==> config.mk <==
export PLATFORM = sky130hd
export DESIGN_NAME = per_source_sequence_loss_tracker
export DESIGN_NICKNAME = d
export VERILOG_FILES = /design/src/sv/pst_pkg.sv /design/src/sv/pst_table.sv /design/src/sv/per_source_sequence_loss_tracker.sv
export SDC_FILE = /design/constraint.sdc
export NUM_CORES = 1
export LEC_CHECK = 0
export BUFFER_PORTS_ARGS = -buffer_cell sky130_fd_sc_hd__buf_4
export CAP_MARGIN = 20
export CORE_MARGIN = 3
export CORE_UTILIZATION = 60
export CTS_CLUSTER_DIAMETER = 40
export CTS_CLUSTER_SIZE = 10
export DETAILED_ROUTE_END_ITERATION = 7
export GPL_TIMING_DRIVEN = 0
export PLACE_DENSITY = 0.75
export SLEW_MARGIN = 25
export SYNTH_ARGS = -nofsm -noshare
export SYNTH_HDL_FRONTEND = slang
export SYNTH_SLANG_ARGS = --single-unit
==> constraint.sdc <==
create_clock -name clk_i -period 9.6 [get_ports clk_i]
set_clock_uncertainty 0.1 [all_clocks]
set_input_delay 0.96 -clock clk_i [delete_from_list [all_inputs] [get_ports clk_i]]
set_output_delay 0.96 -clock clk_i [all_outputs]
set_load 0.02 [all_outputs]
==> src/sv/pst_pkg.sv <==
// ----------------------------------------------------------------------------
// pst_pkg
// Shared constants and types for the per-source sequence loss tracker.
// ----------------------------------------------------------------------------
package pst_pkg;

  // Table depth and derived widths
  localparam int unsigned ENTRIES = 16;
  localparam int unsigned IDX_W   = (ENTRIES > 1) ? $clog2(ENTRIES) : 1;
  localparam int unsigned CNT_W   = $clog2(ENTRIES + 1);

  localparam int unsigned ADDR_W  = 16;
  localparam int unsigned NUM_W   = 8;
  localparam int unsigned FRAME_W = 16;

  // Command codes
  localparam logic CMD_UPDATE = 1'b0;
  localparam logic CMD_CHECK  = 1'b1;

  // Write request into the source table
  typedef struct packed {
    logic              addr_we;
    logic              num_we;
    logic [IDX_W-1:0]  idx;
    logic [ADDR_W-1:0] addr;
    logic [NUM_W-1:0]  num;
  } pst_wr_t;

endpackage

==> src/sv/pst_table.sv <==
// ----------------------------------------------------------------------------
// pst_table
// Source table storage: address and packet number per entry, one write port
// and one registered read port.
// ----------------------------------------------------------------------------
module pst_table (
  input  logic                           clk_i,
  input  pst_pkg::pst_wr_t               wr_i,
  input  logic [pst_pkg::IDX_W-1:0]      rd_idx_i,
  output logic [pst_pkg::ADDR_W-1:0]     rd_addr_o,
  output logic [pst_pkg::NUM_W-1:0]      rd_num_o
);
  import pst_pkg::*;

  logic [ADDR_W-1:0] addr_mem [ENTRIES];
  logic [NUM_W-1:0]  num_mem  [ENTRIES];

  // Write port
  always_ff @(posedge clk_i) begin
    if (wr_i.addr_we) begin
      addr_mem[wr_i.idx] <= wr_i.addr;
    end
    if (wr_i.num_we) begin
      num_mem[wr_i.idx] <= wr_i.num;
    end
  end

  // Registered read port
  always_ff @(posedge clk_i) begin
    rd_addr_o <= addr_mem[rd_idx_i];
    rd_num_o  <= num_mem[rd_idx_i];
  end

endmodule

==> src/sv/per_source_sequence_loss_tracker.sv <==
// ----------------------------------------------------------------------------
// per_source_sequence_loss_tracker
// Tracks the newest packet number per source and reports missed packets
// revealed by beacon entries.
// ----------------------------------------------------------------------------
// A command is taken when start is high and busy is low. The block then scans
// its source table one entry per cycle through a table with one registered
// read port, comparing each read as the next is issued, and then decides and
// writes back in a separate decide state, which also loads the result
// registers. The scan stops at the first match or after the last stored entry.
// busy drops in the result cycle, so the next command can be taken at the edge
// that ends it. Exactly one result is presented on done_o for one cycle per
// command; the receiver must take it in that cycle, since results cannot be
// held off.
module per_source_sequence_loss_tracker (
  input  logic                          clk_i,
  input  logic                          rst_ni,
  input  logic                          start,
  output logic                          busy,
  input  logic                          command_i,
  input  logic [pst_pkg::ADDR_W-1:0]    source_addr_i,
  input  logic [pst_pkg::ADDR_W-1:0]    peer_addr_i,
  input  logic [pst_pkg::NUM_W-1:0]     packet_number_i,
  input  logic                          link_qualifies_i,
  input  logic [pst_pkg::FRAME_W-1:0]   frame_number_i,
  output logic                          done_o,
  output logic                          peer_known_o,
  output logic                          table_full_o,
  output logic                          number_advanced_o,
  output logic                          loss_found_o,
  output logic [pst_pkg::ADDR_W-1:0]    reporter_addr_o,
  output logic [pst_pkg::ADDR_W-1:0]    lost_from_addr_o,
  output logic [pst_pkg::NUM_W-1:0]     missed_number_o,
  output logic [pst_pkg::FRAME_W-1:0]   report_frame_o
);
  import pst_pkg::*;

  typedef enum logic [2:0] {
    ST_IDLE   = 3'b001,
    ST_SCAN   = 3'b010,
    ST_DECIDE = 3'b100
  } state_e;

  state_e state_q, state_d;

  // Control registers
  logic [CNT_W-1:0] count_q, count_d;
  logic [CNT_W-1:0] scan_q, scan_d;
  logic             pend_q, pend_d;
  logic [IDX_W-1:0] pend_idx_q, pend_idx_d;
  logic             found_q, found_d;
  logic             done_q, done_d;

  // Payload registers
  logic               cmd_q;
  logic [ADDR_W-1:0]  src_q;
  logic [ADDR_W-1:0]  peer_q;
  logic [NUM_W-1:0]   num_q;
  logic               link_q;
  logic [FRAME_W-1:0] frame_q;
  logic [IDX_W-1:0]   hit_idx_q, hit_idx_d;
  logic [NUM_W-1:0]   hit_num_q, hit_num_d;

  logic               known_q, full_q, adv_q, loss_q;
  logic [ADDR_W-1:0]  rep_q, lost_q;
  logic [NUM_W-1:0]   miss_q;
  logic [FRAME_W-1:0] rframe_q;

  logic [ADDR_W-1:0]  rd_addr;
  logic [NUM_W-1:0]   rd_num;
  logic [ADDR_W-1:0]  key;
  logic               issue_en;
  logic               match;
  logic               accept;
  pst_wr_t            wr;

  // Decision terms
  logic [NUM_W-1:0]   diff;
  logic               ahead;
  logic               room;
  logic               loss;

  assign accept   = start && (state_q == ST_IDLE);
  assign key      = (cmd_q == CMD_CHECK) ? peer_q : src_q;
  assign issue_en = (scan_q < count_q);
  assign match    = pend_q && (rd_addr == key);

  assign diff  = num_q - hit_num_q;
  assign ahead = (diff != '0) && !diff[NUM_W-1];
  assign room  = (count_q < CNT_W'(ENTRIES));
  assign loss  = found_q && (peer_q != src_q) && link_q && (num_q != hit_num_q);

  pst_table u_table (
    .clk_i     (clk_i),
    .wr_i      (wr),
    .rd_idx_i  (scan_q[IDX_W-1:0]),
    .rd_addr_o (rd_addr),
    .rd_num_o  (rd_num)
  );

  // Sequencer
  always_comb begin
    state_d    = state_q;
    count_d    = count_q;
    scan_d     = scan_q;
    pend_d     = 1'b0;
    pend_idx_d = pend_idx_q;
    found_d    = found_q;
    done_d     = 1'b0;
    hit_idx_d  = hit_idx_q;
    hit_num_d  = hit_num_q;
    wr         = '0;
    wr.idx     = hit_idx_q;
    wr.addr    = src_q;
    wr.num     = num_q;
    case (state_q)
      ST_IDLE: begin
        if (start) begin
          state_d = ST_SCAN;
          scan_d  = '0;
          found_d = 1'b0;
        end
      end
      ST_SCAN: begin
        // issue one read per cycle, compare the previous read
        if (issue_en) begin
          pend_d     = 1'b1;
          pend_idx_d = scan_q[IDX_W-1:0];
          scan_d     = scan_q + CNT_W'(1);
        end
        if (match) begin
          found_d   = 1'b1;
          hit_idx_d = pend_idx_q;
          hit_num_d = rd_num;
          pend_d    = 1'b0;
          state_d   = ST_DECIDE;
        end else if (!pend_q && !issue_en) begin
          state_d = ST_DECIDE;
        end
      end
      ST_DECIDE: begin
        done_d  = 1'b1;
        state_d = ST_IDLE;
        if (cmd_q == CMD_UPDATE) begin
          if (found_q) begin
            wr.num_we = ahead;
          end else if (room) begin
            wr.addr_we = 1'b1;
            wr.num_we  = 1'b1;
            wr.idx     = count_q[IDX_W-1:0];
            count_d    = count_q + CNT_W'(1);
          end
        end
      end
      default: begin
        state_d = ST_IDLE;
      end
    endcase
  end

  // Control state
  always_ff @(posedge clk_i or negedge rst_ni) begin
    if (!rst_ni) begin
      state_q <= ST_IDLE;
      count_q <= '0;
      scan_q  <= '0;
      pend_q  <= 1'b0;
      found_q <= 1'b0;
      done_q  <= 1'b0;
    end else begin
      state_q <= state_d;
      count_q <= count_d;
      scan_q  <= scan_d;
      pend_q  <= pend_d;
      found_q <= found_d;
      done_q  <= done_d;
    end
  end

  // Command capture and scan payload
  always_ff @(posedge clk_i) begin
    pend_idx_q <= pend_idx_d;
    hit_idx_q  <= hit_idx_d;
    hit_num_q  <= hit_num_d;
    if (accept) begin
      cmd_q   <= command_i;
      src_q   <= source_addr_i;
      peer_q  <= peer_addr_i;
      num_q   <= packet_number_i;
      link_q  <= link_qualifies_i;
      frame_q <= frame_number_i;
    end
  end

  // Result register, loaded as the command finishes
  always_ff @(posedge clk_i) begin
    if (state_q == ST_DECIDE) begin
      known_q  <= found_q;
      full_q   <= (cmd_q == CMD_UPDATE) && !found_q && !room;
      adv_q    <= (cmd_q == CMD_UPDATE) && (found_q ? ahead : room);
      loss_q   <= (cmd_q == CMD_CHECK) && loss;
      rep_q    <= ((cmd_q == CMD_CHECK) && loss) ? src_q : '0;
      lost_q   <= ((cmd_q == CMD_CHECK) && loss) ? peer_q : '0;
      miss_q   <= ((cmd_q == CMD_CHECK) && loss) ? num_q + NUM_W'(1) : '0;
      rframe_q <= ((cmd_q == CMD_CHECK) && loss) ? frame_q : '0;
    end
  end

  assign busy              = (state_q != ST_IDLE);
  assign done_o            = done_q;
  assign peer_known_o      = known_q;
  assign table_full_o      = full_q;
  assign number_advanced_o = adv_q;
  assign loss_found_o      = loss_q;
  assign reporter_addr_o   = rep_q;
  assign lost_from_addr_o  = lost_q;
  assign missed_number_o   = miss_q;
  assign report_frame_o    = rframe_q;

endmodule

### Yosys cells after proc, flatten, opt, wreduce, memory -nomap -nowiden

Memories as Yosys holds them, arrays and structs flattened. A register that Yosys moved wholly into a read port is not among the register bits.
Index checks and enable logic that the tools add are counted.

| storage, ports and cells | value |
|---|---|
| register bits after elaboration | 150 |
| bits in writable memories | 384 |
| bits of input ports | 61 |
| memories kept | 2 |

| cells by class | value |
|---|---|
| add/subtract/negate cells | 4 |
| $lt $le $gt $ge | 2 |
| equal/unequal tests | 11 |
| muxes and demuxes | 26 |
| bitwise logic cells | 2 |
| reduce and logical (&&, ||, !) cells | 24 |

Memories:

| name | depth | width | rd ports | clocked after Yosys merged registers in | write ports | line | RTL |
|---|---|---|---|---|---|---|---|
| u_table.addr_mem | 16 | 16 | 1 | 1 | 1 | pst_table.sv:15 | `logic [ADDR_W-1:0] addr_mem [ENTRIES];` |
| u_table.num_mem | 16 | 8 | 1 | 1 | 1 | pst_table.sv:16 | `logic [NUM_W-1:0] num_mem [ENTRIES];` |

Operators with widths:

| operator | count |
|---|---|
| $mux W6 | 3 |
| $eq A16 B16 Y1 | 1 |
| $mux W16 | 1 |
| $ne A16 B16 Y1 | 1 |
| $mux W1 | 13 |
| $logic_and A1 B1 Y1 | 11 |
| $add A5 B1 Y5 const B | 2 |
| $mux W5 | 2 |
| $pmux W5 S2 | 1 |
| $mux W3 | 3 |
| $add A8 B1 Y8 const B | 1 |
| $ne A8 B8 Y1 | 1 |
| $reduce_bool A8 Y1 | 1 |
| $sub A8 B8 Y8 | 1 |
| $ne A2 B2 Y1 const B | 3 |
| $pmux W3 S2 | 1 |
| $reduce_and A2 Y1 | 3 |
| $reduce_and A3 Y1 | 2 |
| $logic_not A1 Y1 | 5 |
| $lt A5 B5 Y1 | 1 |
| $lt A5 B5 Y1 const B | 1 |
| $mux W4 | 1 |
| $reduce_and A4 Y1 | 1 |
| $eq A3 B1 Y1 const B | 1 |
| other kinds (7) | 8 |

### Logic depth before layout (Yosys ltp)

Gate-level depths: netlist of the first run.

| logic depth | value |
|---|---|
| depth after elaboration | 8 |
| depth in mapped cells | 11 |
| gate-level depth less buffers | 10 |

### Cells and area by module

From an unflattened synthesis of the first run, not the netlist that was laid out.

| unflattened totals | value |
|---|---|
| cells, all modules | 1074 |
| area total of the unflattened synthesis | 21334.2 µm² |

By module, submodules not included:

| module | times used | cells an instance | area each (µm²) | sequential area each (µm²) |
|---|---|---|---|---|
| pst_table | 1 | 661 | 15031.9 | 12011.5 |
| per_source_sequence_loss_tracker | 1 | 413 | 6302.3 | 4425.5 |

### Least setup slack after synthesis of the first run

Ideal clock, no wire load.

| timing | value |
|---|---|
| kind | flip-flop to flip-flop |
| from | register state_q[2] |
| to | register done_q, in the netlist done_o |
| data arrival time | 4.837 ns |
| data required time | 8.921 ns |
| path slack | 4.084 ns |
| stages on the path, launching flop included | 2 |
| path buffers | 0 |
| clock period less this slack | 5.516 ns |
| cells stage by stage | dfrtp_1 nor3b_1 |

| between the ends | value |
|---|---|
| longest elaborated chain between the ends | 2 |

RTL lines:

| element | line | RTL |
|---|---|---|
| start, declared | per_source_sequence_loss_tracker.sv:44 | `state_e state_q, state_d;` |
| start signal, assigned | per_source_sequence_loss_tracker.sv:171 | `state_q <= state_d;` |
| $eq A3 B3 Y1 | per_source_sequence_loss_tracker.sv:116 | `case (state_q)` |
| $mux W1 | per_source_sequence_loss_tracker.sv:116 |  |
| net done_d | per_source_sequence_loss_tracker.sv:52 | `logic done_q, done_d;` |
| end signal, assigned | per_source_sequence_loss_tracker.sv:176 | `done_q <= done_d;` |
| end, declared | per_source_sequence_loss_tracker.sv:52 |  |

The timed path passes the listed nets, and every way through them passes these cells.
A chain may end at the register's enable or synchronous reset.

### Worst setup path after layout of the first run

| timing | value |
|---|---|
| from | register num_q[0] |
| to | memory u_table.num_mem[11][4], enable pin |

| between the ends | value |
|---|---|
| longest elaborated chain between the ends | 8 |
| elaborated cells on any way between the ends | 9 |
| classes of those cells | add/sub (1); mux (5); reduce/logical (3) |

RTL lines:

| element | line | RTL |
|---|---|---|
| start, declared | per_source_sequence_loss_tracker.sv:58 | `logic [NUM_W-1:0] num_q;` |
| start signal, assigned | per_source_sequence_loss_tracker.sv:189 | `num_q <= packet_number_i;` |
| $sub A8 B8 Y8 * | per_source_sequence_loss_tracker.sv:88 | `assign diff = num_q - hit_num_q;` |
| $reduce_bool A8 Y1 / $logic_not A1 Y1 (equally long branches) | per_source_sequence_loss_tracker.sv:89 | `assign ahead = (diff != '0) && !diff[NUM_W-1];` |
| $logic_and A1 B1 Y1 * | per_source_sequence_loss_tracker.sv:89 |  |
| $mux W1 * | per_source_sequence_loss_tracker.sv:145 | `if (found_q) begin` |
| $mux W6 * | per_source_sequence_loss_tracker.sv:144 | `if (cmd_q == CMD_UPDATE) begin` |
| $mux W6 * | per_source_sequence_loss_tracker.sv:116 |  |
| $mux W1 * | pst_table.sv:23 | `if (wr_i.num_we) begin` |
| $mux W1 (not written as such) * | pst_table.sv:24 | `num_mem[wr_i.idx] <= wr_i.num;` |
| end, declared | pst_table.sv:16 |  |

Every way passes the cells marked *; elsewhere a longest branch is shown, timed or not.

==> out/metrics.yaml, run 1 <==
syn_area_mm2: 0.0214
worst_pin_slew_ns: 1.01
gp_congestion: 0.832
hold_viol: 0
clk_pin_slew_worst_paths_ns: 0.05
cp.required_ns: 9.77
max-slew-margin-rel_pct: 32.6
synth_top_area_share_pct: 72.6
seq_power_share_pct: 48.9
max-vdd-ir-drop_v: 0.000220
slew_viol_final: 0
wl_mm: 47.7
synth_fa_ha_area_share_pct: 0.911
final_common_cell: "edfxtp_1"
post_cts_resize_count: 0
async_flop_share_pct: 2.87
cts_buffers: 73
synth-seq-area-share_pct: 76.7
cts_setup_buffers: 0
synth_compound_area_share_pct: 1.51
layout_common_cells: "edfxtp_1 (518), buf_4 (136), mux4_2 (120)"
p_int_mw: 4.75
clock_path_buffers: 3
rsz0062_at_grt: "false"
diodes: 0
cp-start-kind: "flip-flop"
ys_top_cells_by_area: "edfxtp_1 (73%), mux4_2 (13%), dfxtp_1 (2.2%)"
viasPerCell: 6.20
synth.distinct_cells: 50
first_global_vias: 11470
coreArea_mm2: 0.0349
gr-total-overflow: 0
ys_ff_latch: 558
drive_gt1_share_pct: 31.8
end_kind: "flip-flop"
rows: 68
grt_pass1_wl_mm: 71.9
cp-startpoint: "num_q[0]"
rr_endpoint: "u_table.num_mem[11][4]"
avgSynthCellArea_um2: 20.7
antenna_found_initial: 0
cts_root_buf: "clkbuf_16"
top_register: "u_table.addr_mem"
io_buffers: 122
power_switching_mw: 1.51
combPwrFrac_pct: 11.0
swShare_pct: 24.2
r2r-start: "num_q[0]"
worst-path-max-fanout: 21
synth_top_family_by_area: "multiplexers"
die_x_um: 195
clk_latency_ns: 0.57
fmax_mhz: 228
yosysWarnings: 0
dpl.hpwl_mm: 30.0
r2r_slack_ns: 5.22
synthMuxAreaShare_pct: 13.4
syn_inst: 1037
period_needed_ns: 4.38
maxCapViolCount: 0
largest_reg_flops: 256
synth_top_cell_by_area: "edfxtp_1"
power.share.clock_pct: 40.0
reg_top3: "u_table.addr_mem: 256 flops, u_table.num_mem: 128 flops"
dieArea_mm2: 0.0380
grt_start_max_net_pins: 23
path_class: "reg -> reg"
hold_path_class: "in -> async"
drtIter0Drc: 1074
syn-num-nets: 1113
setup_tns_ns: 0
critPathArrivalTime_ns: 4.55
total_leakage_power_nw: 8.69
drtAntennaViolNets: 0
drc: 0
post_drt_wl_per_cell_um: 26.9
final-setup-viol-count: 0
synth_simple_gate_area_share_pct: 4.41
ys.flop_type: "edfxtp_1"
h-tree-depth: 3
power.density_mw_per_mm2: 244
cts.sinks: 558
num_vias: 11013
grt_usage_pct: 25.6
firstDrtPassIters: 5
outcome: "finished clean"
initial_core_util_pct: 61.4
reg2reg_depth: 12
cts_tree: "yes"
io_pins: 123
synth-xor-area-share_pct: 1.76
areaGrowthSynthToFinish_pct: 19.6
die_h_um: 195
ctsHoldBuffers: 0
nNetsFinal: 1341
synth_edf_count: 518
fin_util_pct: 73.5
final.period_utilization_pct: 45.6
final cells by class:
cell class	count	area, µm²
inverters	26	97.6
flip-flops and latches	558	16400
plain buffers	46	188
well taps	455	569
fillers	1953	9250
multi-input cells	407	4910
clock buffers	117	2080
clock inverters	15	168
repair buffers	153	1180
critical path: stages, from the launching register on:
cell and delay [ns]:
edfxtp_1 0.68, inv_1 0.16, ha_1 0.19, inv_1 0.06
fa_1 0.40, a21o_1 0.19, a21oi_1 0.19, a211oi_1 0.09
o221a_2 0.30, a211o_1 0.33, buf_2 0.25, nor4_2 0.80
buf_2 0.34
per-layer routing:
| metal | GRT usage (%) | routed length (µm) | vias to the layer above |
|---|---|---|---|
| met4 | 9.24 | 1410 | 0 |
| li1 | - | - | 4686 |
| met2 | 39.2 | 22700 | 603 |
| met3 | 6.30 | 4620 | 102 |
| met1 | 36.8 | 19000 | 5622 |
| met5 | 0 | 0 | - |
worst max path at each step:
stage | endpoint | slack [ns] | cells after the start
floorplan | done_o | 4.08 | 1
global placement | done_o | 2.31 | 1
detailed placement | u_table.num_mem[11][4] | 5.34 | 12
CTS | u_table.num_mem[11][0] | 5.29 | 12
global route | u_table.num_mem[11][0] | 5.05 | 12
finish | u_table.num_mem[11][4] | 5.22 | 12
synth_stat cells (9+ instances only):
cell type  number
nor2_1         24
inv_1          26
dfxtp_1        24
o21ai_0         9
nand3_1        12
mux2i_1        17
nor3_1         10
clkbuf_1       27
ha_1           14
edfxtp_1      518
a31oi_1         9
and2_1         57
buf_1          12
nor4_1         17
mux4_2        120
xnor2_1        38
dfrtp_1        15
per-stage QoR:
step                hold slack (ns)  setup slack (ns)  area, µm²  power (mW)  cells
finish                        0.162              5.22      25600        6.26   1777
global route                  0.155              5.05      25600        6.47   1777
CTS                           0.139              5.29      25600        6.30   1777
detailed placement            0.292              5.34      23400        3.79   1645
global placement              0.290              2.31      22900        3.74   1614
floorplan                     0.286              4.08      21400        3.49   1037
kinds of logic after synthesis:
logic type / Yosys count
xor gates and xnor gates: 43
muxes: 137
adders and majority gates: 15
DFF: 558
buffers and inverters: 72
and+or+nand+nor: 164
AOI/OAI and AO/OA: 48
power groups by stage:
stage	clock network [mW]	logic [mW]	registers, mW
final	2.50	0.690	3.06
after detailed placement	0	0.684	3.10
after global routing	2.64	0.743	3.08
after floorplan	0	0.458	3.03
after CTS	2.54	0.696	3.06
after global placement	0	0.631	3.11
Power figures use the tool's default switching activity.
==> run 2: changes to the inputs <==
==> constraint.sdc (replaced) <==
create_clock -name clk_i -period 4.2 [get_ports clk_i]
set_clock_uncertainty 0.1 [all_clocks]
set_input_delay 0.42 -clock clk_i [delete_from_list [all_inputs] [get_ports clk_i]]
set_output_delay 0.42 -clock clk_i [all_outputs]
set_load 0.02 [all_outputs]
==> out/metrics.yaml, run 2 (same netlist as run 1, synthesis figures left out) <==
cts_root_buf: "clkbuf_16"
slowest_delay_ns: 0.54  # -0.26 ns
final_cells: 1843  # +3.7%
dieArea_mm2: 0.0380  # unchanged
rows: 68  # unchanged
cts_buffers: 73  # unchanged
grt_pass1_wl_mm: 73.2  # +1.9%
largest_reg_flops: 256  # unchanged
reg_top3: "u_table.addr_mem: 256 flops, u_table.num_mem: 128 flops"
final_common_cell: "edfxtp_1"
initial_core_util_pct: 61.4  # unchanged
areaGrowthSynthToFinish_pct: 23.5
critPathArrivalTime_ns: 4.14  # -0.41 ns
rsz0062_at_grt: "false"
grt_start_max_net_pins: 23  # unchanged
gr-total-overflow: 0  # unchanged
clock_path_buffers: 3  # unchanged
wl_mm: 48.7  # +2.0%
num_vias: 11401  # +3.5%
coreArea_mm2: 0.0349  # unchanged
die_h_um: 195  # unchanged
hold_path_class: "in -> reg"
final.period_utilization_pct: 94.7  # +49 points
cts.sinks: 558  # unchanged
firstDrtPassIters: 5  # unchanged
clk_latency_ns: 0.58  # about the same
place_inst: 1645  # unchanged
max-slew-margin-rel_pct: 32.3  # -0.29 points
post_drt_wl_per_cell_um: 26.4  # -1.7%
fmax_mhz: 252  # +10%
hold_ws_ns: 0.100  # -0.0612 ns
drtAntennaViolNets: 0  # unchanged
maxCapViolCount: 0  # unchanged
clk_pin_slew_worst_paths_ns: 0.05  # about the same
io_buffers: 122  # unchanged
power.density_mw_per_mm2: 553  # +130%
period_needed_ns: 3.98  # -0.402 ns
drive_gt1_share_pct: 30.9  # -0.86 points
die_x_um: 195  # unchanged
r2r-start: "num_q[0]"
final-seq-area_mm2: 0.0164  # unchanged
multi_input_area_mm2: 0.00496  # +0.97%
h-tree-depth: 3  # unchanged
cts_tree: "yes"
nNetsFinal: 1405  # +4.8%
crit_slowest_cell: "nor4_4"
min_from: "start"
first_global_vias: 11729  # +2.3%
grt_usage_pct: 26.0  # +0.38 points
path_class: "reg -> reg"
cp.required_ns: 4.36  # -5.41 ns
worst-path-max-fanout: 10  # -52%
diodes: 0  # unchanged
total_leakage_power_nw: 9.04  # +4.0%
cp-start-kind: "flip-flop"
io_pins: 123  # unchanged
cp_cell_sequence: "inv_1 -> ha_1 -> inv_1 -> fa_1 -> a21o_1 -> a21oi_1 -> a211oi_1 -> o221a_2 -> a211o_1 -> buf_2 -> nor4_4 -> buf_2"
top_register: "u_table.addr_mem"
fill_cells: 1861  # -4.7%
dpl.hpwl_mm: 30.0  # +0.10%
antenna_found_initial: 1  # +1
drc: 0  # unchanged
outcome: "finished clean"
cp-startpoint: "num_q[0]"
postPlaceCellArea_mm2: 0.0234  # +0.20%
hold_viol: 0  # unchanged
slew_viol_final: 0  # unchanged
drtIter0Drc: 1155  # +7.5%
worst_pin_slew_ns: 1.02  # +0.00437 ns
gp_congestion: 0.824  # -1.0%
end_kind: "flip-flop"
layout_common_cells: "edfxtp_1 (518), buf_4 (139), mux4_2 (120)"
max-vdd-ir-drop_v: 0.000415  # +89%
final-setup-viol-count: 0  # unchanged
final_cell_area_mm2: 0.0265  # +3.3%
viasPerCell: 6.19  # -0.18%
## run 2: worst paths after layout
path | end | slack (ns) | cells past startpoint
max reg2reg | u_table.num_mem[8][3] | 0.22 | 12
min reg2reg | hit_num_q[1] | 0.31 | 0
min in group asynchronous | done_o | 0.17 | 2
max in group asynchronous | state_q[0] | 3.57 | 2
min | state_q[0] | 0.10 | 3
max | u_table.num_mem[8][3] | 0.22 | 12
## run 2: worst max-delay path: cells and delay by family (launching register included)
family,cells,cell delay [ns]
fa+ha+maj,2,0.57
buf+inv,4,0.78
flops,1,0.49
compound gates,5,1.18
simple gates,1,0.54
## run 2: through the flow
stage                     total power [mW]  setup WS (ns)  setup TNS [ns]  utilization [%]
final                                 14.7          0.224               0             75.9
after global routing                  15.1         0.0461               0             75.9
after CTS                             14.7        -0.0314          -0.235             75.7
after detailed placement              8.66        -0.0793          -0.596             67.2
after global placement                8.53         -0.830         -100.67             65.7
after floorplan                       7.96          0.442               0                -
## run 2: layer usage
layer,up-vias,track usage [%],part of all wire (%)
met1,5855,38.1,40
met3,93,4.93,9.3
met5,-,0,0.027
met4,2,7.76,2.3
li1,4807,-,-
met2,644,40.9,48
## run 2: area by class of cell
type / instances / area share [%]
multi-input combinational: 407 / 18.7
clock inverter: 16 / 0.747
inverter: 26 / 0.369
sequential: 558 / 62.1
timing repair buffer: 217 / 7.01
tap: 455 / 2.15
buffer: 46 / 0.704
clock buffer: 118 / 8.21
## run 2: report_power, final
group	leakage, nW	total, mW	internal (mW)	switching [mW]
Combinational	2.68	1.66	0.798	0.861
Clock	1.15	5.99	3.79	2.21
Sequential	5.21	7.00	6.58	0.421
## run 2: timing repair
action                                 4_1_cts  5_1_grt
hold buffers                                59        0
setup endpoints to repair                   19       88
buffers inserted                             0        5
cloned                                       0        0
endpoints found under the hold margin       74        0
gates resized for setup                      2        3
==> run 3: changes to the inputs <==
--- a/config.mk
+++ b/config.mk
@@ -5,15 +5,15 @@
 export SDC_FILE = /design/constraint.sdc
 export NUM_CORES = 1
 export LEC_CHECK = 0
-export BUFFER_PORTS_ARGS = -buffer_cell sky130_fd_sc_hd__buf_4
 export CAP_MARGIN = 20
 export CORE_MARGIN = 3
 export CORE_UTILIZATION = 60
 export CTS_CLUSTER_DIAMETER = 40
 export CTS_CLUSTER_SIZE = 10
 export DETAILED_ROUTE_END_ITERATION = 7
+export DONT_BUFFER_PORTS = 1
 export GPL_TIMING_DRIVEN = 0
-export PLACE_DENSITY = 0.75
+export PLACE_DENSITY = 0.72
 export SLEW_MARGIN = 25
 export SYNTH_ARGS = -nofsm -noshare
 export SYNTH_HDL_FRONTEND = slang
==> out/metrics.yaml, run 3 (same netlist as run 1, synthesis figures left out) <==
first_global_vias: 11166  # -4.8%
antenna_found_initial: 1  # unchanged
end_kind: "flip-flop"
max-slew-margin-rel_pct: 27.9  # -4.4 points
min_from: "u_table.rd_num_o[0]"
layout_common_cells: "edfxtp_1 (518), mux4_2 (120), clkbuf_16 (76)"
setup_ws_ns: 0.202  # -0.0219 ns
post_drt_wl_per_cell_um: 27.6  # +4.7%
total_leakage_power_nw: 8.36  # -7.5%
clock_path_buffers: 3  # unchanged
reg_top3: "u_table.addr_mem: 256 flops, u_table.num_mem: 128 flops"
h-tree-depth: 3  # unchanged
clk_latency_ns: 0.58  # about the same
cp_cell_sequence: "ha_1 -> or3_1 -> o211ai_1 -> a2111oi_0 -> o221a_2 -> a211o_1 -> buf_2 -> nor4_2 -> buf_2"
power.share.clock_pct: 40.1  # -0.8 points
r2r_slack_ns: 0.20  # -0.02 ns
max-vdd-ir-drop_v: 0.000377  # -9.1%
nNetsFinal: 1284  # -8.6%
p_int_mw: 10.9  # -2.4%
fill_cells: 1942  # +4.4%
gp_congestion: 0.852  # +3.4%
num_vias: 10830  # -5.0%
rows: 68  # unchanged
final.period_utilization_pct: 95.2  # +0.52 points
drive_gt1_share_pct: 23.8  # -7.1 points
slowest_delay_ns: 0.84  # +0.30 ns
io_buffers: 0  # -100%
critPathArrivalTime_ns: 4.16  # +0.02 ns
r2r-start: "num_q[3]"
gr-total-overflow: 0  # unchanged
initial_core_util_pct: 61.4  # unchanged
cts.sinks: 558  # unchanged
cp.required_ns: 4.37  # about the same
p_total_mw: 14.4  # -2.0%
crit_slowest_cell: "edfxtp_1"
period_needed_ns: 4.00  # +0.0219 ns
wl_mm: 47.6  # -2.3%
clk_pin_slew_worst_paths_ns: 0.06  # about the same
holdPathStages: 0  # -3
cpMostUsedCell: "buf_2"
use_met2_pct: 39.9  # -1.0 points
reg2reg_depth: 9  # -3
use_met3_pct: 7.30  # +2.4 points
areaGrowthSynthToFinish_pct: 18.8
drtIter0Drc: 1149  # -0.52%
cts_buffers: 72  # -1.4%
seq_power_share_pct: 48.7  # +0.9 points
cp-start-kind: "flip-flop"
worst-path-max-fanout: 20  # +10
io_pins: 123  # unchanged
drc: 0  # unchanged
power_switching_mw: 3.46  # -0.82%
hold_path_class: "reg -> reg"
grt_use_met1_pct: 35.9  # -2.2 points
grt_usage_pct: 25.6  # -0.32 points
firstDrtPassIters: 6  # +1
pre_cts_ws_ns: -0.0564  # +0.0229 ns
path_class: "reg -> reg"
maxCapViolCount: 0  # unchanged
grt_pass1_wl_mm: 71.1  # -2.9%
holdPathEnd: "hit_num_q[0]"
top_register: "u_table.addr_mem"
drtAntennaViolNets: 0  # unchanged
top_usage_layer: "met2"
viasPerCell: 6.30  # +1.8%
diodes: 0  # unchanged
die_h_um: 195  # unchanged
coreArea_mm2: 0.0349  # unchanged
final-setup-viol-count: 0  # unchanged
cts_tree: "yes"
swShare_pct: 24.1  # +0.29 points
hold_viol: 0  # unchanged
rsz0062_at_grt: "false"
final_common_cell: "edfxtp_1"
power.density_mw_per_mm2: 564  # +1.9%
rr_endpoint: "u_table.num_mem[12][4]"
dpl.hpwl_mm: 30.0  # -0.13%
largest_reg_flops: 256  # unchanged
cts_root_buf: "clkbuf_16"
dieArea_mm2: 0.0380  # unchanged
die_x_um: 195  # unchanged
worst_pin_slew_ns: 1.08  # +0.0627 ns
slew_viol_final: 0  # unchanged
combPwrFrac_pct: 11.2  # about the same
grt_start_max_net_pins: 23  # unchanged
outcome: "finished clean"
fmax_mhz: 250  # -0.55%
## run 3: worst max-delay path by stage
| stage | end | startpoint | depth (start not counted) | slack, ns |
|---|---|---|---|---|
| 3_3_place_gp | u_table.addr_mem[4][8] | state_q[1] | 7 | -0.91 |
| 6_report | u_table.num_mem[12][4] | num_q[3] | 9 | 0.20 |
| 3_5_place_dp | u_table.num_mem[11][7] | num_q[0] | 12 | -0.06 |
| 2_1_floorplan | u_table.num_mem[0][0] | num_q[0] | 11 | 0.44 |
| 4_1_cts | u_table.num_mem[1][4] | num_q[0] | 12 | 0.05 |
| 5_1_grt | u_table.num_mem[5][6] | num_q[3] | 9 | 0.05 |
## run 3: cell type report
| cell class | instances | area, µm² | share of cell area (%) |
|---|---|---|---|
| multi-input combinational | 407 | 4970 | 19.5 |
| tap | 455 | 569 | 2.24 |
| sequential | 558 | 16400 | 64.6 |
| inverter | 26 | 97.6 | 0.383 |
| clock buffer | 116 | 2070 | 8.14 |
| timing repair buffer | 97 | 927 | 3.64 |
| clock inverter | 15 | 189 | 0.742 |
| buffer | 46 | 188 | 0.737 |
## run 3: layer usage
metal  share of wire [%]  wire, µm
met5                   0         0
met4                 2.6      1240
met3                  11      5050
met2                  48     22700
met1                  39     18500
## run 3: per-stage QoR
step	setup TNS [ns]	hold slack [ns]	util, %	instances	cell area (µm²)
after global routing	0	0.321	73.0	1720	25500
after global placement	-110.44	0.0248	63.1	1492	22000
after detailed placement	-0.521	0.0250	64.4	1522	22500
after floorplan	0	0.0244	-	1037	21400
final	0	0.312	73.0	1720	25500
after CTS	0	0.313	72.7	1715	25400
## run 3: critical path, delay by kind of cell, from the launching register on
family                     cells  cell delay (ns)
and+or+nand+nor                2             0.94
buffers and inverters          2             0.61
AOI/OAI and AO/OA              4             0.78
adders and majority gates      1             0.41
DFF                            1             0.84
## run 3: repair_timing
action / CTS / global route
setup buffers: 2 / 5
gates resized for setup: 2 / 5
setup endpoints to repair: 45 / 35
hold buffers: 60 / 0
hold endpoints to repair: 76 / 0
## run 3: power groups by stage
stage / Combinational, mW / Sequential (mW) / Clock (mW)
floorplan: 1.05 / 6.91 / 0
global placement: 1.38 / 7.10 / 0
detailed placement: 1.50 / 7.12 / 0
CTS: 1.58 / 7.00 / 5.84
global route: 1.73 / 7.03 / 6.09
finish: 1.61 / 6.99 / 5.76
